## config.mk

```make
export PLATFORM = sky130hd
export DESIGN_NAME = servo_slew_ramp_pwm_duty
export DESIGN_NICKNAME = d
export VERILOG_FILES = /design/src/rtl/core/ssr_pkg.sv /design/src/rtl/core/ssr_div.sv /design/src/rtl/core/ssr_duty.sv /design/src/rtl/core/servo_slew_ramp_pwm_duty.sv
export SDC_FILE = /design/constraint.sdc
export NUM_CORES = 1
export LEC_CHECK = 0
export BUFFER_PORTS_ARGS = -buffer_cell sky130_fd_sc_hd__buf_2
export CAP_MARGIN = 20
export CORE_UTILIZATION = 60
export DETAILED_ROUTE_END_ITERATION = 7
export MAX_ROUTING_LAYER = met4
export PLACE_DENSITY = 0.79
export SYNTH_ARGS = -nofsm -noshare
export SYNTH_HDL_FRONTEND = slang
export SYNTH_SLANG_ARGS = --single-unit
```

## constraint.sdc

```tcl
create_clock -name clk -period 8.1 [get_ports clk]
set_clock_uncertainty 0.05 [all_clocks]
set_input_delay 0 -clock clk [delete_from_list [all_inputs] [get_ports clk]]
set_output_delay 0 -clock clk [all_outputs]
set_load 0.005 [all_outputs]
```

## src/rtl/core/ssr_pkg.sv

```systemverilog
// ---------------------------------------------------------------------------
// ssr_pkg: shared types and constants
// Field widths, register indexes, status codes and the structs passed
// between the servo ramp top level, the duty sequencer and the divider.
// ---------------------------------------------------------------------------
`default_nettype none

package ssr_pkg;

	localparam int ANGLE_W    = 8;
	localparam int DELAY_W    = 16;
	localparam int TICK_W     = 32;
	localparam int RES_W      = 5;
	localparam int PULSE_US_W = 16;
	localparam int FREQ_W     = 10;
	localparam int DUTY_W     = 20;

	localparam int CFG_IDX_W  = 2;
	localparam int CFG_DATA_W = 16;

	localparam logic [CFG_IDX_W-1:0] CFG_DUTY_RES  = 2'd0;
	localparam logic [CFG_IDX_W-1:0] CFG_MIN_PULSE = 2'd1;
	localparam logic [CFG_IDX_W-1:0] CFG_MAX_PULSE = 2'd2;
	localparam logic [CFG_IDX_W-1:0] CFG_PWM_FREQ  = 2'd3;

	localparam logic CMD_NEW  = 1'b0;
	localparam logic CMD_TICK = 1'b1;

	localparam logic STATUS_MOVING  = 1'b0;
	localparam logic STATUS_REACHED = 1'b1;

	// duty datapath widths
	localparam int PROD_W  = ANGLE_W + PULSE_US_W;  // angle * pulse span
	localparam int PER_W   = 20;                    // 1e6 / freq, and divisor width
	localparam int PULSE_W = 19;                    // pulse after scaling, span >= 90
	localparam int NUM_W   = PULSE_W + DUTY_W;      // pulse * (2^res - 1)
	localparam int CNT_W   = 6;                     // holds NUM_W

	localparam logic [RES_W-1:0]  RES_MAX     = 5'd20;
	localparam logic [PER_W-1:0]  US_PER_SEC  = 20'd1000000;
	localparam logic [DUTY_W-1:0] DUTY_SAT    = 20'hFFFFF;

	localparam logic [RES_W-1:0]      RST_DUTY_RES  = 5'd14;
	localparam logic [PULSE_US_W-1:0] RST_MIN_PULSE = 16'd500;
	localparam logic [PULSE_US_W-1:0] RST_MAX_PULSE = 16'd2500;
	localparam logic [FREQ_W-1:0]     RST_PWM_FREQ  = 10'd50;

	typedef struct packed {
		logic [RES_W-1:0]      duty_res;
		logic [PULSE_US_W-1:0] min_pulse;
		logic [PULSE_US_W-1:0] max_pulse;
		logic [FREQ_W-1:0]     pwm_freq;
	} ssr_cfg_t;

	typedef struct packed {
		logic             start;
		logic [CNT_W-1:0] nbits;
		logic [NUM_W-1:0] num;
		logic [PER_W-1:0] den;
	} ssr_div_req_t;

endpackage

`default_nettype wire

```

## src/rtl/core/ssr_div.sv

```systemverilog
// ---------------------------------------------------------------------------
// ssr_div: bit-serial restoring divider
// One quotient bit per clock. The numerator is loaded left aligned and
// nbits steps are run; the shift register then holds the quotient.
// ---------------------------------------------------------------------------
`default_nettype none

module ssr_div
	import ssr_pkg::*;
(
	input  wire logic         clk,
	input  wire logic         arst_n,
	input  wire ssr_div_req_t req,
	output logic              done,
	output logic [NUM_W-1:0]  quo
);

	logic [NUM_W-1:0] num_q;
	logic [PER_W-1:0] rem_q;
	logic [PER_W-1:0] den_q;
	logic [CNT_W-1:0] cnt_q;
	logic             busy_q;
	logic             done_q;

	logic [PER_W:0]   rem_sh;
	logic [PER_W-1:0] rem_sub;
	logic             ge;

	assign rem_sh  = {rem_q, num_q[NUM_W-1]};
	// difference is below den_q whenever it is used, so the low bits suffice
	assign rem_sub = rem_sh[PER_W-1:0] - den_q;
	assign ge      = rem_sh >= {1'b0, den_q};

	always_ff @(posedge clk or negedge arst_n) begin
		if (!arst_n) begin
			busy_q <= 1'b0;
			done_q <= 1'b0;
			cnt_q  <= '0;
		end else begin
			done_q <= 1'b0;
			if (req.start) begin
				busy_q <= 1'b1;
				cnt_q  <= req.nbits;
			end else if (busy_q) begin
				cnt_q <= cnt_q - CNT_W'(1);
				if (cnt_q == CNT_W'(1)) begin
					busy_q <= 1'b0;
					done_q <= 1'b1;
				end
			end
		end
	end

	always_ff @(posedge clk) begin
		if (req.start) begin
			num_q <= req.num;
			den_q <= req.den;
			rem_q <= '0;
		end else if (busy_q) begin
			rem_q <= ge ? rem_sub : rem_sh[PER_W-1:0];
			num_q <= {num_q[NUM_W-2:0], ge};
		end
	end

	assign done = done_q;
	assign quo  = num_q;

`ifndef SYNTH
	a_no_start_busy: assert property (@(posedge clk) disable iff (!arst_n)
		req.start |-> !busy_q)
		else $error("divider restarted while busy");

	a_last_step_done: assert property (@(posedge clk) disable iff (!arst_n)
		busy_q && !req.start && cnt_q == CNT_W'(1) |=> done_q && !busy_q)
		else $error("divider missed its done pulse");

	a_done_idle: assert property (@(posedge clk) disable iff (!arst_n)
		done_q |-> !busy_q && $past(busy_q))
		else $error("done without a finished pass");
`endif

endmodule

`default_nettype wire

```

## src/rtl/core/ssr_duty.sv

```systemverilog
// ---------------------------------------------------------------------------
// ssr_duty: PWM duty sequencer
// Shift-add multiply of angle by pulse span, then three divider passes:
// span scaling, PWM period, and pulse * (2^res - 1) / period.
// ---------------------------------------------------------------------------
`default_nettype none

module ssr_duty
	import ssr_pkg::*;
#(
	parameter int unsigned ANGLE_SPAN = 180
)
(
	input  wire logic               clk,
	input  wire logic               arst_n,
	input  wire ssr_cfg_t           cfg,
	input  wire logic               start,
	input  wire logic [ANGLE_W-1:0] angle,
	input  wire logic               ack,
	output logic                    done,
	output logic [DUTY_W-1:0]       duty
);

	localparam logic [3:0] ST_IDLE      = 4'd0;
	localparam logic [3:0] ST_MUL       = 4'd1;
	localparam logic [3:0] ST_SPAN_GO   = 4'd2;
	localparam logic [3:0] ST_SPAN_WAIT = 4'd3;
	localparam logic [3:0] ST_PER_GO    = 4'd4;
	localparam logic [3:0] ST_PER_WAIT  = 4'd5;
	localparam logic [3:0] ST_DUTY_GO   = 4'd6;
	localparam logic [3:0] ST_DUTY_WAIT = 4'd7;
	localparam logic [3:0] ST_DONE      = 4'd8;

	localparam int MCNT_W = $clog2(ANGLE_W);

	logic [3:0]          state_q;
	logic [PROD_W-1:0]   mcand_q;
	logic [ANGLE_W-1:0]  mplier_q;
	logic [PROD_W-1:0]   acc_q;
	logic [MCNT_W-1:0]   mcnt_q;
	logic [PULSE_W-1:0]  pulse_q;
	logic [PER_W-1:0]    per_q;
	logic [DUTY_W-1:0]   duty_q;
	logic                rising_q;

	ssr_div_req_t        div_req;
	logic                div_done;
	logic [NUM_W-1:0]    div_quo;

	logic                rising;
	logic [PULSE_US_W-1:0] span_us;
	logic [RES_W-1:0]    res_eff;
	logic [PER_W-1:0]    freq_eff;
	logic [NUM_W-1:0]    pulse_ext;
	logic [NUM_W-1:0]    duty_num;
	logic [PULSE_W-1:0]  q_pulse;
	logic [PULSE_W-1:0]  min_ext;

	assign rising   = cfg.max_pulse >= cfg.min_pulse;
	assign span_us  = rising ? cfg.max_pulse - cfg.min_pulse : cfg.min_pulse - cfg.max_pulse;
	assign res_eff  = (cfg.duty_res > RES_MAX) ? RES_MAX : cfg.duty_res;
	assign freq_eff = (cfg.pwm_freq == '0) ? PER_W'(1) : PER_W'(cfg.pwm_freq);
	assign pulse_ext = NUM_W'(pulse_q);
	assign duty_num  = (pulse_ext << res_eff) - pulse_ext;
	assign q_pulse   = div_quo[PULSE_W-1:0];
	assign min_ext   = PULSE_W'(cfg.min_pulse);

	always_comb begin
		div_req       = '0;
		div_req.start = 1'b0;
		case (state_q)
			ST_SPAN_GO: begin
				div_req.start = 1'b1;
				div_req.nbits = CNT_W'(PROD_W);
				div_req.num   = {acc_q, {(NUM_W-PROD_W){1'b0}}};
				div_req.den   = PER_W'(ANGLE_SPAN);
			end
			ST_PER_GO: begin
				div_req.start = 1'b1;
				div_req.nbits = CNT_W'(PER_W);
				div_req.num   = {US_PER_SEC, {(NUM_W-PER_W){1'b0}}};
				div_req.den   = freq_eff;
			end
			ST_DUTY_GO: begin
				div_req.start = 1'b1;
				div_req.nbits = CNT_W'(NUM_W);
				div_req.num   = duty_num;
				div_req.den   = per_q;
			end
			default: begin
				div_req.start = 1'b0;
			end
		endcase
	end

	ssr_div u_div (
		.clk    (clk),
		.arst_n (arst_n),
		.req    (div_req),
		.done   (div_done),
		.quo    (div_quo)
	);

	always_ff @(posedge clk or negedge arst_n) begin
		if (!arst_n) begin
			state_q <= ST_IDLE;
			mcnt_q  <= '0;
		end else begin
			case (state_q)
				ST_IDLE: begin
					if (start) begin
						state_q <= ST_MUL;
						mcnt_q  <= '0;
					end
				end
				ST_MUL: begin
					mcnt_q <= mcnt_q + MCNT_W'(1);
					if (mcnt_q == MCNT_W'(ANGLE_W - 1))
						state_q <= ST_SPAN_GO;
				end
				ST_SPAN_GO:   state_q <= ST_SPAN_WAIT;
				ST_SPAN_WAIT: if (div_done) state_q <= ST_PER_GO;
				ST_PER_GO:    state_q <= ST_PER_WAIT;
				ST_PER_WAIT:  if (div_done) state_q <= ST_DUTY_GO;
				ST_DUTY_GO:   state_q <= ST_DUTY_WAIT;
				ST_DUTY_WAIT: if (div_done) state_q <= ST_DONE;
				ST_DONE:      if (ack) state_q <= ST_IDLE;
				default:      state_q <= ST_IDLE;
			endcase
		end
	end

	// datapath, no reset needed
	always_ff @(posedge clk) begin
		case (state_q)
			ST_IDLE: begin
				if (start) begin
					mcand_q  <= PROD_W'(span_us);
					mplier_q <= angle;
					acc_q    <= '0;
					rising_q <= rising;
				end
			end
			ST_MUL: begin
				if (mplier_q[0])
					acc_q <= acc_q + mcand_q;
				mcand_q  <= {mcand_q[PROD_W-2:0], 1'b0};
				mplier_q <= {1'b0, mplier_q[ANGLE_W-1:1]};
			end
			ST_SPAN_WAIT: begin
				if (div_done) begin
					if (rising_q)
						pulse_q <= min_ext + q_pulse;
					else
						pulse_q <= (q_pulse >= min_ext) ? '0 : min_ext - q_pulse;
				end
			end
			ST_PER_WAIT: begin
				if (div_done)
					per_q <= div_quo[PER_W-1:0];
			end
			ST_DUTY_WAIT: begin
				if (div_done)
					duty_q <= (|div_quo[NUM_W-1:DUTY_W]) ? DUTY_SAT : div_quo[DUTY_W-1:0];
			end
			default: begin
			end
		endcase
	end

	assign done = (state_q == ST_DONE);
	assign duty = duty_q;

endmodule

`default_nettype wire

```

## src/rtl/core/servo_slew_ramp_pwm_duty.sv

```systemverilog
// ---------------------------------------------------------------------------
// servo_slew_ramp_pwm_duty: servo slew limiter with PWM duty output
// Steps the servo angle toward its goal on millisecond ticks and reports
// each step, or arrival, with the PWM duty for the new angle.
//
//   channel  direction  handshake             word
//   in       sink       in_valid / in_ready   command, aim_angle,
//                                             step_size, step_delay
//   out      source     out_valid / out_ready status, servo_angle,
//                                             goal_angle, duty, time_stamp
//   cfg      sink       cfg_wr_en             cfg_idx, cfg_wdata
//
// A word that produces no result leaves in_ready high. A word with a
// result holds in_ready low while the duty sequencer runs: 8 shift-add
// multiply steps, 24 + 20 + 39 bit-serial divider steps and the states
// that sequence them. The next word can be taken in the cycle after the
// result reaches the output register, even while that result still waits
// on out_ready. A full output register stalls the sequencer until
// out_ready. Reset is asynchronous and restores the register defaults
// and idle state.
// ---------------------------------------------------------------------------
`default_nettype none

module servo_slew_ramp_pwm_duty
	import ssr_pkg::*;
#(
	parameter int unsigned ANGLE_SPAN = 180
)
(
	input  wire logic                  clk,
	input  wire logic                  arst_n,

	input  wire logic                  cfg_wr_en,
	input  wire logic [CFG_IDX_W-1:0]  cfg_idx,
	input  wire logic [CFG_DATA_W-1:0] cfg_wdata,

	input  wire logic                  in_valid,
	output logic                       in_ready,
	input  wire logic                  command,
	input  wire logic [ANGLE_W-1:0]    aim_angle,
	input  wire logic [ANGLE_W-1:0]    step_size,
	input  wire logic [DELAY_W-1:0]    step_delay,

	output logic                       out_valid,
	input  wire logic                  out_ready,
	output logic                       status,
	output logic [ANGLE_W-1:0]         servo_angle,
	output logic [ANGLE_W-1:0]         goal_angle,
	output logic [DUTY_W-1:0]          duty,
	output logic [TICK_W-1:0]          time_stamp
);

	ssr_cfg_t            cfg_q;

	logic [ANGLE_W-1:0]  angle_now_q;
	logic [ANGLE_W-1:0]  angle_goal_q;
	logic [ANGLE_W-1:0]  step_amount_q;
	logic [DELAY_W-1:0]  delay_setting_q;
	logic [DELAY_W-1:0]  delay_left_q;
	logic                in_motion_q;
	logic [TICK_W-1:0]   tick_q;

	logic                busy_q;
	logic                pend_status_q;
	logic [ANGLE_W-1:0]  pend_cur_q;
	logic [ANGLE_W-1:0]  pend_goal_q;
	logic [TICK_W-1:0]   pend_ts_q;

	logic                out_valid_q;
	logic                status_q;
	logic [ANGLE_W-1:0]  cur_q;
	logic [ANGLE_W-1:0]  goal_q;
	logic [DUTY_W-1:0]   duty_q;
	logic [TICK_W-1:0]   ts_q;

	logic [ANGLE_W-1:0]  ang_n;
	logic [ANGLE_W-1:0]  goal_n;
	logic [ANGLE_W-1:0]  amt_n;
	logic [DELAY_W-1:0]  dset_n;
	logic [DELAY_W-1:0]  dleft_n;
	logic                motion_n;
	logic [TICK_W-1:0]   tick_n;
	logic                emit;
	logic                emit_status;

	logic                in_fire;
	logic                eng_done;
	logic [DUTY_W-1:0]   eng_duty;
	logic                out_load;

	// one step toward the goal, clamped at the goal and at zero
	function automatic logic [ANGLE_W-1:0] next_angle(
		input logic [ANGLE_W-1:0] now,
		input logic [ANGLE_W-1:0] goal,
		input logic [ANGLE_W-1:0] amt
	);
		logic [ANGLE_W:0]   up;
		logic [ANGLE_W-1:0] dn;
		logic [ANGLE_W-1:0] res;
		up = {1'b0, now} + {1'b0, amt};
		dn = (now > amt) ? now - amt : '0;
		if (now < goal)
			res = (up > {1'b0, goal}) ? goal : up[ANGLE_W-1:0];
		else
			res = (dn < goal) ? goal : dn;
		return res;
	endfunction

	assign in_ready = !busy_q;
	assign in_fire  = in_valid && in_ready;
	assign out_load = busy_q && eng_done && (!out_valid_q || out_ready);

	always_comb begin
		ang_n       = angle_now_q;
		goal_n      = angle_goal_q;
		amt_n       = step_amount_q;
		dset_n      = delay_setting_q;
		dleft_n     = delay_left_q;
		motion_n    = in_motion_q;
		tick_n      = tick_q;
		emit        = 1'b0;
		emit_status = STATUS_MOVING;
		if (command == CMD_NEW) begin
			amt_n  = step_size;
			dset_n = step_delay;
			// while moving only step size and delay change
			if (!in_motion_q) begin
				goal_n = aim_angle;
				emit   = 1'b1;
				if (angle_now_q == aim_angle) begin
					emit_status = STATUS_REACHED;
				end else begin
					ang_n    = next_angle(angle_now_q, aim_angle, step_size);
					dleft_n  = step_delay;
					motion_n = 1'b1;
				end
			end
		end else begin
			tick_n = tick_q + TICK_W'(1);
			if (in_motion_q) begin
				if (delay_left_q > DELAY_W'(1)) begin
					dleft_n = delay_left_q - DELAY_W'(1);
				end else if (angle_now_q != angle_goal_q) begin
					ang_n   = next_angle(angle_now_q, angle_goal_q, step_amount_q);
					dleft_n = delay_setting_q;
					emit    = 1'b1;
				end else begin
					dleft_n     = '0;
					motion_n    = 1'b0;
					emit        = 1'b1;
					emit_status = STATUS_REACHED;
				end
			end
		end
	end

	always_ff @(posedge clk or negedge arst_n) begin
		if (!arst_n) begin
			cfg_q.duty_res  <= RST_DUTY_RES;
			cfg_q.min_pulse <= RST_MIN_PULSE;
			cfg_q.max_pulse <= RST_MAX_PULSE;
			cfg_q.pwm_freq  <= RST_PWM_FREQ;
		end else if (cfg_wr_en) begin
			case (cfg_idx)
				CFG_DUTY_RES:  cfg_q.duty_res  <= cfg_wdata[RES_W-1:0];
				CFG_MIN_PULSE: cfg_q.min_pulse <= cfg_wdata[PULSE_US_W-1:0];
				CFG_MAX_PULSE: cfg_q.max_pulse <= cfg_wdata[PULSE_US_W-1:0];
				CFG_PWM_FREQ:  cfg_q.pwm_freq  <= cfg_wdata[FREQ_W-1:0];
				default: begin
				end
			endcase
		end
	end

	always_ff @(posedge clk or negedge arst_n) begin
		if (!arst_n) begin
			angle_now_q     <= '0;
			angle_goal_q    <= '0;
			step_amount_q   <= '0;
			delay_setting_q <= '0;
			delay_left_q    <= '0;
			in_motion_q     <= 1'b0;
			tick_q          <= '0;
			busy_q          <= 1'b0;
			out_valid_q     <= 1'b0;
		end else begin
			if (in_fire) begin
				angle_now_q     <= ang_n;
				angle_goal_q    <= goal_n;
				step_amount_q   <= amt_n;
				delay_setting_q <= dset_n;
				delay_left_q    <= dleft_n;
				in_motion_q     <= motion_n;
				tick_q          <= tick_n;
				if (emit)
					busy_q <= 1'b1;
			end else if (out_load) begin
				busy_q <= 1'b0;
			end
			if (out_load)
				out_valid_q <= 1'b1;
			else if (out_ready)
				out_valid_q <= 1'b0;
		end
	end

	always_ff @(posedge clk) begin
		if (in_fire && emit) begin
			pend_status_q <= emit_status;
			pend_cur_q    <= ang_n;
			pend_goal_q   <= goal_n;
			pend_ts_q     <= tick_n;
		end
		if (out_load) begin
			status_q <= pend_status_q;
			cur_q    <= pend_cur_q;
			goal_q   <= pend_goal_q;
			duty_q   <= eng_duty;
			ts_q     <= pend_ts_q;
		end
	end

	ssr_duty #(
		.ANGLE_SPAN (ANGLE_SPAN)
	) u_duty (
		.clk    (clk),
		.arst_n (arst_n),
		.cfg    (cfg_q),
		.start  (in_fire && emit),
		.angle  (ang_n),
		.ack    (out_load),
		.done   (eng_done),
		.duty   (eng_duty)
	);

	assign out_valid   = out_valid_q;
	assign status      = status_q;
	assign servo_angle = cur_q;
	assign goal_angle  = goal_q;
	assign duty        = duty_q;
	assign time_stamp  = ts_q;

endmodule

`default_nettype wire

```

==> impl_metrics.py, run 1 <==
metrics = {
    "place": {
        "gp_congestion": 0.9860,
        "port_buffers": 126,
        "dp_hpwl_microns": 64950,
    },
    "detailed_routing": {
        "vias_per_cell": 6.412,
        "drtAntennaViolNets": 0,
        "drtPass1Iterations": 6,
        "drc": 0,
        "drt-total-wl_microns": 89370,
        "vias": 24757,
        "drt_iter0_markers": 2408,
        "avgRoutedWirePerCell_microns": 23.15,
    },
    "critical_path": {
        "crit_path_end_kind": "flop",
        "crit_type": "flop to flop",
        "startpoint_type": "flop",
        "required_ns": 8.41,
        "crit_fanout": 31,
        "cp.arrival_ns": 6.12,
    },
    "clock_tree": {
        "cts_tree": "built",
        "ctsHoldBuffers": 59,
        "clk_pin_slew_ns": 0.07,
        "clock_latency_ns": 0.61,
        "htreeDepth": 2,
        "cts_buffers": 48,
        "cts_setup_buffers": 0,
        "root_buffer": "clkbuf_16",
        "clockBufferDepth": 3,
        "cts-resized-gates": 0,
        "cts.sinks": 466,
    },
    "status": {
        "outcome": "complete, no violations",
    },
    "sta": {
        "final-max-slew-violation-count": 0,
        "max_freq_ghz": 0.1722,
        "finalHoldViolations": 0,
        "rsz0062_at_grt": "false",
        "fin_crit_sh_pct": 71.68,
        "finalSetupViolCount": 0,
        "tightest_slew_ns": 1.081,
        "tns_ns": 0,
        "period_minus_slack_ns": 5.806,
        "slew_headroom_pct": 27.74,
    },
    "yosys": {
        "netlist_instances": 3022,
        "netlist_area_sq_um": 29650,
        "yosys_warnings": 0,
        "syn_avg_cell_area_sq_um": 9.810,
        "synth_edf_count": 293,
        "ys_ff_latch": 466,
        "async_reset_ff_share_pct": 32.83,
        "seq_area_frac_synth_pct": 44.02,
        "synth.distinct_cells": 95,
        "synth_flop_cell": "edfxtp_1",
        "synth_fp_nets": 3302,
    },
    "global_routing": {
        "grt-ovfl-total": 0,
        "grt_max_degree": 88,
        "grt_usage_pct": 36.15,
        "grt_pass1_wl_microns": 136200,
        "antenna_found_initial": 0,
        "grt_pass1_vias": 23877,
    },
    "power": {
        "p_per_area_nw_per_um2": 292.2,
        "totalPowerFinal_uw": 9668,
        "ir_drop_mv": 0.2178,
        "p_leak_uw": 0.01369,
    },
    "floorplan": {
        "ios": 127,
        "die_area_sq_um": 50300,
        "core.rowCount": 81,
        "initial_utilization_pct": 60.69,
        "fp.dieH_microns": 224.3,
        "floorplan.core_area_sq_um": 48850,
        "fp.dieW_microns": 224.3,
    },
    "final_layout": {
        "fin_util_pct": 67.72,
        "drive_gt1_share_pct": 11.80,
        "nets": 3436,
        "syn_to_final_growth_pct": 11.59,
        "mostFrequentLayoutCells": "edfxtp_1 (293), nand2_1 (276), nor2_1 (238)",
        "final_common_cell": "edfxtp_1",
    },
    "run": {
        "maxCapViolCount": 0,
    },
    "min_path": {
        "hp-class": "primary input to asynchronous set/reset pin",
    },
}
## area by class of cell
| type | instances | area (sq um) |
|---|---|---|
| antenna | 1 | 2.502 |
| clock buffer | 76 | 1399 |
| clock inverter | 14 | 210.2 |
| fill | 3690 | 15770 |
| inverter | 192 | 720.7 |
| multi-input combinational | 2228 | 15350 |
| sequential | 466 | 13050 |
| tap | 664 | 830.8 |
| timing repair buffer | 220 | 1518 |
## state kept, by name, summed over array words and instances (netlist names), 16 cells and up
signal,count
duty,20
time_stamp,32
u_duty.duty,20
u_duty.u_div.quo,39
cfg_q,47
u_duty.pulse_q,19
u_duty.acc_q,24
delay_setting_q,16
tick_q,32
u_duty.mcand_q,24
delay_left_q,16
u_duty.per_q,20
u_duty.u_div.den_q,20
u_duty.u_div.rem_q,20
pend_ts_q,32
## through the flow
step | worst slack (ns) | instances | cell area, sq um | hold slack (ns)
detailed placement | 2.410 | 3709 | 30840 | 0.08160
global placement | 2.369 | 3709 | 30840 | 0.07617
finish | 2.294 | 3861 | 33080 | 0.02095
global route | 1.993 | 3860 | 33080 | 0.1034
CTS | 2.387 | 3858 | 33040 | 0.04429
floorplan | 2.460 | 3022 | 29650 | -0.3456
## worst paths after layout
kind	start	endpoint	slack (ns)	depth (start not counted)
hold reg to reg	pend_ts_q[2]	time_stamp[2]	0.36	0
hold / removal	arst_n	step_amount_q[5]	0.02	2
setup / recovery	cfg_q[45]	u_duty.u_div.quo[30]	2.29	17
min in group clk	cfg_wr_en	cfg_q[42]	0.10	5
max in group asynchronous	arst_n	delay_setting_q[5]	6.56	3
setup reg to reg	cfg_q[45]	u_duty.u_div.quo[30]	2.29	17
## worst max-delay path, stage by stage, from the launching register on
cell and delay, ns:
dfstp_2 0.99, o21a_4 0.41, nor2_1 0.13, a21oi_1 0.27
nor2_1 0.07, a31oi_1 0.40, nor3_1 0.09, ha_1 0.35
nor2b_1 0.17, o31a_1 0.26, o41a_1 0.37, a41oi_1 0.41
o31ai_1 0.20, a41oi_1 0.42, nand2b_1 0.32, nor4_1 0.39
xor2_1 0.17, o21ai_1 0.07
## cell usage after synthesis (50+ instances only)
master / number / area (sq um)
a21oi_1: 168 / 840.8
clkbuf_1: 104 / 390.4
dfrtp_1: 136 / 3403
edfxtp_1: 293 / 8798
ha_1: 213 / 2665
inv_1: 191 / 716.9
mux2_2: 74 / 833.3
mux2i_1: 50 / 500.5
nand2_1: 276 / 1036
nand3_1: 70 / 350.3
nor2_1: 242 / 908.4
nor3_1: 73 / 365.4
o21ai_0: 209 / 1046
xnor2_1: 105 / 919.6
xor2_1: 67 / 586.8
## power breakdown
part           leakage (uW)  internal [uW]  switching, uW
combinational       0.00829           1700           2490
sequential          0.00462           2880            338
clock              0.000774           1300            958
## logic make-up after synthesis
family / after synthesis / synth area share (%)
adder cells (fa/ha/maj): 224 / 9.732
AND/OR/NAND/NOR: 925 / 14.83
AO/OA/AOI/OAI: 782 / 17.43
XOR/XNOR: 172 / 5.081
buffers and inverters: 328 / 4.343
flip-flops: 466 / 44.02
multiplexers: 125 / 4.575
## layer usage
metal  global-route usage, %  vias to the layer above  share of wire (%)
met5                       -                        -                  0
met4                   8.756                        0                2.2
met3                   4.285                      156                8.7
met2                   57.13                     1212                 47
met1                   50.02                    12108                 42
li1                        -                    11281                  -
No activity file was read; power rests on OpenSTA's default activity.
==> inputs of run 2 (changes only) <==
--- a/config.mk
+++ b/config.mk
@@ -5,6 +5,7 @@
 export SDC_FILE = /design/constraint.sdc
 export NUM_CORES = 1
 export LEC_CHECK = 0
+export ABC_AREA = 1
 export BUFFER_PORTS_ARGS = -buffer_cell sky130_fd_sc_hd__buf_2
 export CAP_MARGIN = 20
 export CORE_UTILIZATION = 60
==> constraint.sdc (replaced) <==
create_clock -name clk -period 6.1 [get_ports clk]
set_clock_uncertainty 0.05 [all_clocks]
set_input_delay 0 -clock clk [delete_from_list [all_inputs] [get_ports clk]]
set_output_delay 0 -clock clk [all_outputs]
set_load 0.005 [all_outputs]
==> impl_metrics.py, run 2 <==
metrics = {
    "detailed_routing": {
        "drc": 0,
        "avgRoutedWirePerCell_microns": 19.49,
        "vias_per_cell": 5.907,
        "drtAntennaViolNets": 0,
        "vias": 27201,
        "drtPass1Iterations": 7,
        "drt_iter0_markers": 2990,
        "drt-total-wl_microns": 89750,
    },
    "sta": {
        "tightest_slew_ns": 1.004,
        "max_freq_ghz": 0.1992,
        "final-max-slew-violation-count": 0,
        "finalSetupViolCount": 0,
        "fin_crit_sh_pct": 82.28,
        "rsz0062_at_grt": "false",
        "tns_ns": 0,
        "period_minus_slack_ns": 5.019,
        "slew_headroom_pct": 33.01,
        "finalHoldViolations": 0,
    },
    "yosys": {
        "syn_avg_cell_area_sq_um": 8.085,
        "netlist_instances": 3745,
        "yosys-top-cells-area": "edfxtp_1 (29%), dfrtp_1 (11%), nand2_1 (10%), ha_1 (8.8%), inv_1 (6.0%)",
        "synth.distinct_cells": 63,
        "yosys_warnings": 0,
        "synth_common_cells": "nand2_1 (836), inv_1 (482), o21ai_0 (328)",
        "synth_fp_nets": 4025,
        "synth_edf_count": 293,
        "seq_area_frac_synth_pct": 43.10,
        "netlist_area_sq_um": 30280,
        "synth_flop_cell": "edfxtp_1",
        "async_reset_ff_share_pct": 32.83,
        "synth.most_common_cell": "nand2_1",
        "yosysTopAreaCellShare_pct": 29.06,
        "ys_ff_latch": 466,
        "yosysTopAreaCell": "edfxtp_1",
    },
    "clock_tree": {
        "clockBufferDepth": 3,
        "cts.sinks": 466,
        "cts_tree": "built",
        "clk_pin_slew_ns": 0.06,
        "htreeDepth": 2,
        "clock_latency_ns": 0.62,
        "cts_buffers": 49,
        "root_buffer": "clkbuf_16",
    },
    "critical_path": {
        "r2r_slack_ns": 1.08,
        "r2r_cells": 25,
        "startpoint_type": "flop",
        "r2r_start": "cfg_q[44]",
        "required_ns": 6.41,
        "crit_fanout": 29,
        "crit_type": "flop to flop",
        "crit_path_end_kind": "flop",
        "cp.arrival_ns": 5.33,
        "r2r_end": "u_duty.u_div.quo[31]",
    },
    "final_layout": {
        "drive_gt1_share_pct": 8.680,
        "largest_reg_flops": 47,
        "mostFrequentLayoutCells": "nand2_1 (835), inv_1 (480), o21ai_0 (328)",
        "fillCellCount": 3989,
        "syn_to_final_growth_pct": 12.30,
        "final_common_cell": "nand2_1",
        "nets": 4179,
        "largest-register": "cfg_q",
    },
    "min_path": {
        "hold_path_startpoint": "step_delay[15]",
        "hp-class": "primary input to flop",
        "hold_path_depth": 3,
        "hold_end": "delay_setting_q[15]",
    },
    "global_routing": {
        "grt_max_degree": 81,
        "antenna_found_initial": 1,
        "grt_usage_pct": 36.06,
        "grt_pass1_vias": 25084,
        "grt_pass1_wl_microns": 138900,
        "grt-ovfl-total": 0,
    },
    "place": {
        "port_buffers": 126,
        "dp_hpwl_microns": 65530,
        "gp_congestion": 1.028,
    },
    "status": {
        "outcome": "complete, no violations",
    },
    "power": {
        "p_leak_uw": 0.01558,
        "ir_drop_mv": 0.2741,
        "p_per_area_nw_per_um2": 444.7,
        "totalPowerFinal_uw": 15120,
    },
    "floorplan": {
        "core.rowCount": 81,
        "ios": 127,
        "initial_utilization_pct": 61.35,
        "floorplan.core_area_sq_um": 49360,
        "die_area_sq_um": 51370,
        "fp.dieW_microns": 226.6,
        "fp.dieH_microns": 226.6,
    },
    "run": {
        "maxCapViolCount": 0,
    },
}
-- run 2: per-stage QoR --
| stage | cell area [sq um] | std cells | hold slack (ns) | util (%) | setup slack (ns) |
|---|---|---|---|---|---|
| after floorplan | 30280 | 3745 | -0.3456 | - | 0.9976 |
| after global placement | 31520 | 4448 | 0.05217 | 63.85 | 1.314 |
| after detailed placement | 31520 | 4448 | 0.05120 | 63.85 | 1.218 |
| after CTS | 33880 | 4597 | 0.01468 | 68.64 | 1.203 |
| after global routing | 34000 | 4605 | 0.1507 | 68.90 | 0.6812 |
| final | 34000 | 4605 | 0.1416 | 68.90 | 1.081 |
-- run 2: area by class of cell --
class	instances	area (sq um)	share of cell area [%]
Sequential cell	466	13050	38.37
Clock inverter	33	479.2	1.409
Inverter	495	1858	5.464
Antenna cell	1	2.502	0.007359
Timing Repair Buffer	222	1580	4.647
Tap cell	664	830.8	2.443
Multi-Input combinational cell	2665	14900	43.82
Clock buffer	59	1304	3.834
-- run 2: kinds of logic (layout without fill, tap and decap cells) --
kind of cell | after synthesis | in the layout | share of synthesized area, %
AOI/OAI and AO/OA | 781 | 781 | 14.36
xor gates and xnor gates | 103 | 103 | 2.979
adders and majority gates | 224 | 224 | 9.529
buffers and inverters | 614 | 809 | 7.814
DFF | 466 | 466 | 43.10
muxes | 7 | 7 | 0.2397
other | 0 | 1 | 0
and+or+nand+nor | 1550 | 1550 | 21.98
-- run 2: repair_timing --
item                                   4_1_cts  5_1_grt
buffers inserted                             0        0
resized for setup                            0        0
endpoints found under the hold margin      201        5
hold buffers                                57        1
-- run 2: worst max-delay path by stage --
stage                    startpoint              endpoint  slack [ns]  depth (start not counted)
finish                    cfg_q[44]  u_duty.u_div.quo[31]        1.08                         25
global route              cfg_q[46]  u_duty.u_div.quo[31]        0.68                         23
CTS                       cfg_q[44]  u_duty.u_div.quo[31]        1.20                         25
detailed placement        cfg_q[44]  u_duty.u_div.quo[31]        1.22                         25
global placement          cfg_q[44]  u_duty.u_div.quo[31]        1.31                         25
floorplan           delay_left_q[0]       u_duty.acc_q[0]         1.0                         12
-- run 2: report_power, final --
group | total [uW] | switching (uW) | internal [uW]
sequential | 4960 | 603 | 4360
combinational | 6860 | 4590 | 2280
clock | 3300 | 1360 | 1930
-- run 2: layer usage --
metal,GRT usage [%],share of wire [%]
met1,49.20,42
met3,7.244,9.9
met5,-,0
met4,12.01,3.3
met2,53.75,45
-- run 2: critical path: stages (launching register included) --
cell	delay, ns
dfstp_2	0.60
nor2_2	0.09
nor2_4	0.14
nand2_8	0.17
nand2_8	0.22
inv_2	0.27
nor3_1	0.30
nand2_1	0.08
nand2_1	0.11
inv_2	0.05
nor2_1	0.14
ha_1	0.28
a21oi_1	0.19
o21ai_0	0.12
nand2_1	0.08
o211ai_1	0.08
a21oi_1	0.27
o21ai_0	0.19
nand2_1	0.09
nand2_1	0.09
a21boi_0	0.70
nand2_2	0.16
nor2_2	0.13
nand2_1	0.06
nand2_1	0.07
nand3_1	0.05
